===== src/rtl/hbp_pkg.sv =====
// shared constants, op codes and item types for the huffman bit packer
// used by every rtl file of the block
`default_nettype none
package hbp_pkg;

  localparam int SYMBOLS       = 256;
  localparam int MAX_CODE_BITS = 8;
  localparam int SYM_W         = 8;
  localparam int IDX_W         = $clog2(SYMBOLS);
  localparam int CODE_W        = 8;
  localparam int LEN_W         = 4;
  localparam int ENTRY_W       = LEN_W + CODE_W;
  localparam int QUEUE_DEPTH   = 2;
  localparam int QPTR_W        = $clog2(QUEUE_DEPTH);
  localparam int QCNT_W        = $clog2(QUEUE_DEPTH + 1);
  localparam int FILL_W        = 3;
  localparam int WIN_W         = 2 * CODE_W;
  localparam int SHIFT_W       = $clog2(WIN_W + 1);

  localparam logic [1:0] OP_LOAD   = 2'd0;
  localparam logic [1:0] OP_ENCODE = 2'd1;
  localparam logic [1:0] OP_FLUSH  = 2'd2;

  typedef struct packed {
    logic              is_flush;
    logic [LEN_W-1:0]  len;
    logic [CODE_W-1:0] code;
  } hbp_item_t;

  typedef struct packed {
    logic              valid;
    logic              full;
    logic [QCNT_W-1:0] count;
  } hbp_qstat_t;

endpackage
`default_nettype wire


===== src/rtl/hbp_front.sv =====
// front end: takes input items, keeps the code table and looks up codes
// depends on hbp_pkg; feeds hbp_queue
`default_nettype none
module hbp_front import hbp_pkg::*; (
  input  wire logic              clk,
  input  wire logic              rst_n,
  input  wire logic              in_valid,
  output logic                   in_ready,
  input  wire logic [1:0]        in_op,
  input  wire logic [SYM_W-1:0]  in_symbol,
  input  wire logic [CODE_W-1:0] in_entry_code,
  input  wire logic [LEN_W-1:0]  in_entry_length,
  input  wire hbp_qstat_t        q_stat,
  output logic                   q_push,
  output hbp_item_t              q_item
);

  logic [ENTRY_W-1:0] table_mem [SYMBOLS];
  logic [ENTRY_W-1:0] rd_data_r;
  logic               s1_valid_r, s1_valid_nxt;
  logic               s1_flush_r;
  logic               accept, sym_ok, do_load, do_encode;
  logic [LEN_W-1:0]   len_sat;
  logic [CODE_W-1:0]  code_masked;

  assign accept    = in_valid && in_ready;
  assign sym_ok    = (32'(in_symbol) < SYMBOLS);
  assign do_load   = accept && (in_op == OP_LOAD) && sym_ok;
  assign do_encode = accept && (in_op == OP_ENCODE) && sym_ok;
  assign q_push    = s1_valid_r && !q_stat.full;
  assign in_ready  = !s1_valid_r || !q_stat.full;

  assign len_sat = (32'(in_entry_length) > MAX_CODE_BITS) ? LEN_W'(MAX_CODE_BITS)
                                                          : in_entry_length;
  assign code_masked = in_entry_code & ~({CODE_W{1'b1}} << len_sat);

  assign q_item.is_flush = s1_flush_r;
  assign q_item.len      = rd_data_r[ENTRY_W-1:CODE_W];
  assign q_item.code     = rd_data_r[CODE_W-1:0];

  always_comb begin
    s1_valid_nxt = s1_valid_r;
    if (q_push) begin
      s1_valid_nxt = 1'b0;
    end
    if (do_encode || (accept && in_op == OP_FLUSH)) begin
      s1_valid_nxt = 1'b1;
    end
  end

  always_ff @(posedge clk) begin
    if (!rst_n) begin
      s1_valid_r <= 1'b0;
    end else begin
      s1_valid_r <= s1_valid_nxt;
    end
  end

  always_ff @(posedge clk) begin
    if (accept) begin
      s1_flush_r <= (in_op == OP_FLUSH);
    end
  end

  // code table
  always_ff @(posedge clk) begin
    if (do_load) begin
      table_mem[in_symbol[IDX_W-1:0]] <= {len_sat, code_masked};
    end
    if (do_encode) begin
      rd_data_r <= table_mem[in_symbol[IDX_W-1:0]];
    end
  end

endmodule
`default_nettype wire


===== src/rtl/hbp_queue.sv =====
// short item queue between front and back ends
// depends on hbp_pkg
`default_nettype none
module hbp_queue import hbp_pkg::*; (
  input  wire logic      clk,
  input  wire logic      rst_n,
  input  wire logic      push,
  input  wire hbp_item_t push_item,
  input  wire logic      pop,
  output hbp_item_t      head_item,
  output hbp_qstat_t     stat
);

  hbp_item_t         slot_r [QUEUE_DEPTH];
  logic [QPTR_W-1:0] wr_ptr_r, rd_ptr_r;
  logic [QCNT_W-1:0] count_r, count_nxt;

  assign head_item  = slot_r[rd_ptr_r];
  assign stat.valid = (count_r != '0);
  assign stat.full  = (32'(count_r) == QUEUE_DEPTH);
  assign stat.count = count_r;

  always_comb begin
    count_nxt = count_r;
    case ({push, pop})
      2'b10:   count_nxt = count_r + QCNT_W'(1);
      2'b01:   count_nxt = count_r - QCNT_W'(1);
      default: count_nxt = count_r;
    endcase
  end

  always_ff @(posedge clk) begin
    if (!rst_n) begin
      count_r  <= '0;
      wr_ptr_r <= '0;
      rd_ptr_r <= '0;
    end else begin
      count_r <= count_nxt;
      if (push) begin
        wr_ptr_r <= (32'(wr_ptr_r) == QUEUE_DEPTH - 1) ? '0 : wr_ptr_r + QPTR_W'(1);
      end
      if (pop) begin
        rd_ptr_r <= (32'(rd_ptr_r) == QUEUE_DEPTH - 1) ? '0 : rd_ptr_r + QPTR_W'(1);
      end
    end
  end

  always_ff @(posedge clk) begin
    if (push) begin
      slot_r[wr_ptr_r] <= push_item;
    end
  end

endmodule
`default_nettype wire


===== src/rtl/hbp_back.sv =====
// back end: packs codes into the accumulator and registers output bytes
// depends on hbp_pkg; drains hbp_queue
`default_nettype none
module hbp_back import hbp_pkg::*; (
  input  wire logic         clk,
  input  wire logic         rst_n,
  input  wire hbp_qstat_t   q_stat,
  input  wire hbp_item_t    q_item,
  output logic              q_pop,
  output logic              out_valid,
  input  wire logic         out_ready,
  output logic [CODE_W-1:0] out_packed_byte,
  output logic              out_last
);

  logic [CODE_W-1:0]  acc_r, acc_nxt;
  logic [FILL_W-1:0]  fill_r, fill_nxt;
  logic               out_valid_r, out_valid_nxt;
  logic [CODE_W-1:0]  out_byte_r;
  logic               out_last_r;
  logic               emit;
  logic [CODE_W-1:0]  emit_byte;
  logic               emit_last;
  logic [LEN_W:0]     total;
  logic [SHIFT_W-1:0] shamt;
  logic [WIN_W-1:0]   word;

  assign q_pop           = q_stat.valid && (!out_valid_r || out_ready);
  assign out_valid       = out_valid_r;
  assign out_packed_byte = out_byte_r;
  assign out_last        = out_last_r;

  assign total = (LEN_W+1)'(fill_r) + (LEN_W+1)'(q_item.len);
  assign shamt = SHIFT_W'(WIN_W) - SHIFT_W'(total);
  // held bits on top, new code right after them
  assign word  = {acc_r, {CODE_W{1'b0}}} | ({{CODE_W{1'b0}}, q_item.code} << shamt);

  always_comb begin
    acc_nxt   = acc_r;
    fill_nxt  = fill_r;
    emit      = 1'b0;
    emit_byte = word[WIN_W-1:CODE_W];
    emit_last = 1'b0;
    if (q_pop) begin
      if (q_item.is_flush) begin
        if (fill_r != '0) begin
          emit      = 1'b1;
          emit_byte = acc_r;
          emit_last = 1'b1;
          acc_nxt   = '0;
          fill_nxt  = '0;
        end
      end else if (32'(total) >= CODE_W) begin
        emit     = 1'b1;
        acc_nxt  = word[CODE_W-1:0];
        fill_nxt = FILL_W'(total - (LEN_W+1)'(CODE_W));
      end else begin
        acc_nxt  = word[WIN_W-1:CODE_W];
        fill_nxt = FILL_W'(total);
      end
    end
  end

  always_comb begin
    out_valid_nxt = out_valid_r;
    if (emit) begin
      out_valid_nxt = 1'b1;
    end else if (out_ready) begin
      out_valid_nxt = 1'b0;
    end
  end

  always_ff @(posedge clk) begin
    if (!rst_n) begin
      acc_r       <= '0;
      fill_r      <= '0;
      out_valid_r <= 1'b0;
    end else begin
      acc_r       <= acc_nxt;
      fill_r      <= fill_nxt;
      out_valid_r <= out_valid_nxt;
    end
  end

  always_ff @(posedge clk) begin
    if (emit) begin
      out_byte_r <= emit_byte;
      out_last_r <= emit_last;
    end
  end

endmodule
`default_nettype wire


===== src/rtl/huffman_bit_packer.sv =====
// huffman bit packer top level: front end, item queue, back end
// encode and flush items go through the front stage, queue and output registers
// throughput: one item per cycle while out_ready holds; a stalled output fills the
// queue and front stage, then holds in_ready low
// reset clears the queue, accumulator and output valid; code table is not cleared
`default_nettype none
module huffman_bit_packer import hbp_pkg::*; (
  input  wire logic              clk,
  input  wire logic              rst_n,
  input  wire logic              in_valid,
  output logic                   in_ready,
  input  wire logic [1:0]        in_op,
  input  wire logic [SYM_W-1:0]  in_symbol,
  input  wire logic [CODE_W-1:0] in_entry_code,
  input  wire logic [LEN_W-1:0]  in_entry_length,
  output logic                   out_valid,
  input  wire logic              out_ready,
  output logic [CODE_W-1:0]      out_packed_byte,
  output logic                   out_last
);

  hbp_qstat_t q_stat;
  hbp_item_t  push_item, head_item;
  logic       q_push, q_pop;

  hbp_front u_front (
    .clk             (clk),
    .rst_n           (rst_n),
    .in_valid        (in_valid),
    .in_ready        (in_ready),
    .in_op           (in_op),
    .in_symbol       (in_symbol),
    .in_entry_code   (in_entry_code),
    .in_entry_length (in_entry_length),
    .q_stat          (q_stat),
    .q_push          (q_push),
    .q_item          (push_item)
  );

  hbp_queue u_queue (
    .clk       (clk),
    .rst_n     (rst_n),
    .push      (q_push),
    .push_item (push_item),
    .pop       (q_pop),
    .head_item (head_item),
    .stat      (q_stat)
  );

  hbp_back u_back (
    .clk             (clk),
    .rst_n           (rst_n),
    .q_stat          (q_stat),
    .q_item          (head_item),
    .q_pop           (q_pop),
    .out_valid       (out_valid),
    .out_ready       (out_ready),
    .out_packed_byte (out_packed_byte),
    .out_last        (out_last)
  );

  a_no_push_when_full: assert property (@(posedge clk) disable iff (!rst_n)
    !(q_push && q_stat.full))
    else $error("item pushed into full queue");

  a_count_in_range: assert property (@(posedge clk) disable iff (!rst_n)
    32'(q_stat.count) <= QUEUE_DEPTH)
    else $error("queue count out of range");

  a_result_after_pop: assert property (@(posedge clk) disable iff (!rst_n)
    (!out_valid ##1 out_valid) |-> $past(q_pop))
    else $error("result shown without an item taken from the queue");

endmodule
`default_nettype wire

===== config.mk =====
export PLATFORM = sky130hd
export DESIGN_NAME = huffman_bit_packer
export DESIGN_NICKNAME = d
export VERILOG_FILES = /design/src/rtl/hbp_pkg.sv /design/src/rtl/hbp_front.sv /design/src/rtl/hbp_queue.sv /design/src/rtl/hbp_back.sv /design/src/rtl/huffman_bit_packer.sv
export SDC_FILE = /design/constraint.sdc
export NUM_CORES = 2
export LEC_CHECK = 0
export ABC_CLOCK_PERIOD_IN_PS = 12500
export BUFFER_PORTS_ARGS = -buffer_cell sky130_fd_sc_hd__buf_2
export CAP_MARGIN = 20
export CORE_MARGIN = 2
export CORE_UTILIZATION = 30
export DETAILED_ROUTE_END_ITERATION = 10
export HOLD_SLACK_MARGIN = 0.03
export PLACE_DENSITY = 0.54
export SYNTH_ARGS = -nofsm -noshare
export SYNTH_HDL_FRONTEND = slang
export SYNTH_HIERARCHICAL = 1
export SYNTH_SLANG_ARGS = --single-unit

===== constraint.sdc =====
create_clock -name clk -period 12.5 [get_ports clk]
set_input_delay 0.625 -clock clk [delete_from_list [all_inputs] [get_ports clk]]
set_output_delay 0.625 -clock clk [all_outputs]
set_load 0.1 [all_outputs]

==> reports/qor.yml <==
clocking:
  max-clock-path-buffers: 4
  cts_root_buf: "clkbuf_16"
  clk_pin_slew_ps: 60
  h-tree-depth: 5
  cts.sink_count: 3138
  holdBufCountCts: 2
  clkLatencyLatePin_ps: 910
  post-cts-setup-buffers: 0
  cts_tree: "done"
  cts-resized-gates: 0
  numCtsBuffers: 326
synth:
  synth_top_area_share_pct: 78.2
  synth_ff_type: "edfxtp_1"
  synth_area_sq_um: 120000
  synth_nets: 5417
  yosysWarnings: 6
  yosys-top-cells-area: "edfxtp_1 (78%), mux4_2 (14%), a22oi_1 (2.4%), a21oi_1 (0.85%), nor2_1 (0.85%)"
  synth_edf_count: 3120
  ys_types: 69
  postSynthCellCount: 5385
  seq_area_frac_synth_pct: 78.5
  yosysTopAreaCell: "edfxtp_1"
  avgSynthCellArea_sq_um: 22.3
  synthTopCellsByCount: "edfxtp_1 (3120), mux4_2 (768), a22oi_1 (384), nor2_1 (270), a21oi_1 (203)"
  async_flop_share_pct: 0
  ys_seq_elements: 3138
  synth.most_common_cell: "edfxtp_1"
routing:
  avgViaCountPerCell: 5.13
  wire_per_inst_microns: 27.8
  dr.pass1.iters: 5
  drc: 0
  num_vias: 58164
  ant_nets: 0
  drtIter0Drc: 7104
  drt_wl_total_mm: 315
global_routing:
  grt_pass1_wl_mm: 450
  grt_overflow_total: 0
  grt_use_total_pct: 15.2
  grt_start_max_net_pins: 212
  grt_pass1_vias: 59140
  antenna_found_initial: 16
finish:
  nFillCells: 36554
  finalNonFillerCells: 11348
  fin_nets: 5852
  seq_area_sq_um: 94100
  layout-drive-gt1-share_pct: 29.1
  multiInputGateArea_sq_um: 24600
  area_growth_pct: 16.3
power:
  p_leak_nw: 43.8
  peakVddDrop_v: 0.000105
  p_per_area_nw_per_um2: 163
sta:
  maxSlewViolCount: 24
  rsz0062_at_grt: "false"
  finalCritPeriodShare_pct: 36.8
  setup-violations-final: 0
  setup_tns_ps: 0
  hold_ws_ps: 144
  timing.fmax_mhz: 217
  worst_pin_slew_ps: 1510
  fin_skew_ps: 68.1
  slew_headroom_pct: -0.905
  hold_viol: 0
  min_period_ps: 4600
worst_setup_path:
  r2r_cells: 9
  cp_max_fo: 57
  cp_data_arrival_time_ps: 5200
  start_kind: "primary input"
  required_ps: 13090
  path_class: "in -> reg"
  worstSetupEndpointType: "register"
hold_path:
  min_path_cells: 2
  hp-class: "in -> reg"
run:
  cap_violations: 0
floorplanning:
  die_h_microns: 636
  start_util_pct: 30.1
  io_pins: 37
  rows: 232
  core_area_sq_um: 399000
  die_w_microns: 636
  fp.dieArea_sq_um: 405000
placement:
  dp.cells: 10749
  dp_hpwl_mm: 185
  place_congestion: 0.781
  numPortBuffers: 36
run_status:
  violations: "max-slew violations"
  status: "finished with violations"
[per-stage QoR]
| stage | setup slack [ps] | total power, mW | utilization, % | instance area [sq um] |
|---|---|---|---|---|
| after floorplan | 3810 | 13.0 | - | 120000 |
| after global placement | 6300 | 13.4 | 32.1 | 128000 |
| after detailed placement | 6760 | 13.4 | 32.3 | 129000 |
| after CTS | 7730 | 23.0 | 34.9 | 139000 |
| after global routing | 7420 | 23.4 | 35.0 | 139000 |
| final | 7900 | 22.8 | 35.0 | 139000 |
[cell families after synthesis]
logic type      Yosys count  share of synthesized area [%]
buf+inv                 342                           1.27
simple gates            403                           1.45
mux                     797                           14.7
flops                  3138                           78.5
compound gates          689                           3.96
fa+ha+maj                 6                         0.0689
xor+xnor                 10                          0.101
[worst max-delay path: stages]
cell and delay, ps:
buf_12 340, buf_4 600, buf_4 780, buf_4 720, mux4_2 600, a22oi_1 190, a21oi_1 140, o41ai_1 750
buf_4 250, nand4_1 90
[cell type report]
cell class,count,area share (%)
tap,5265,4.73
timing repair buffer,439,2.59
inverter,10,0.0269
clock inverter,190,1.36
antenna,5,0.00898
multi-input combinational,1905,17.7
clock buffer,396,6.15
sequential,3138,67.5
[flip-flops by register name (all words and copies together) (netlist names), named ones only]
name                    count
u_queue/count_r             2
u_back/acc_r                8
u_back/out_last             1
u_queue/wr_ptr_r            1
u_back/out_packed_byte      8
u_front/rd_data_r          12
u_back/fill_r               3
u_back/out_valid            1
u_front/table_mem        3072
u_queue/rd_ptr_r            1
u_front/s1_valid_r          1
u_queue/slot_r             26
u_front/s1_flush_r          1
[where the power goes]
part / switching, mW / internal [mW] / leakage, nW / total, mW
Combinational: 0.992 / 0.502 / 9.21 / 1.49
Clock: 4.02 / 5.58 / 5.12 / 9.59
Sequential: 0.0284 / 11.6 / 29.5 / 11.7
[routing by layer]
metal / vias up / global-route usage, % / part of all wire [%]
met3: 415 / 2.23 / 6.9
met1: 31752 / 21.8 / 43
met2: 2104 / 24.4 / 48
met4: 4 / 3.74 / 2.4
met5: - / 0 / 0.0079
li1: 23889 / - / -
[path summary, 6_finish.rpt]
check / startpoint / end / slack (ps)
worst max-delay path: in_symbol[0] / u_front/rd_data_r[9] / 7900
worst min-delay path: rst_n / u_queue/wr_ptr_r / 140
worst max register to register: register / u_back/out_packed_byte[5] / 8550
worst min register to register: u_front/s1_flush_r / u_queue/slot_r[0][12] / 450
[cell usage in the layout (no fill, tap or decap), drive strengths merged, types with 20 or more instances in the layout]
cell and n:
edfxtp 3120, mux4 768, buf 437, clkbuf 396, a22oi 384, nor2 270, a21oi 207, clkinv 128
o41ai 48, nand2 44, bufinv 33, inv 29, nor2b 22, mux2 20
No activity file was read; power rests on OpenSTA's default activity.
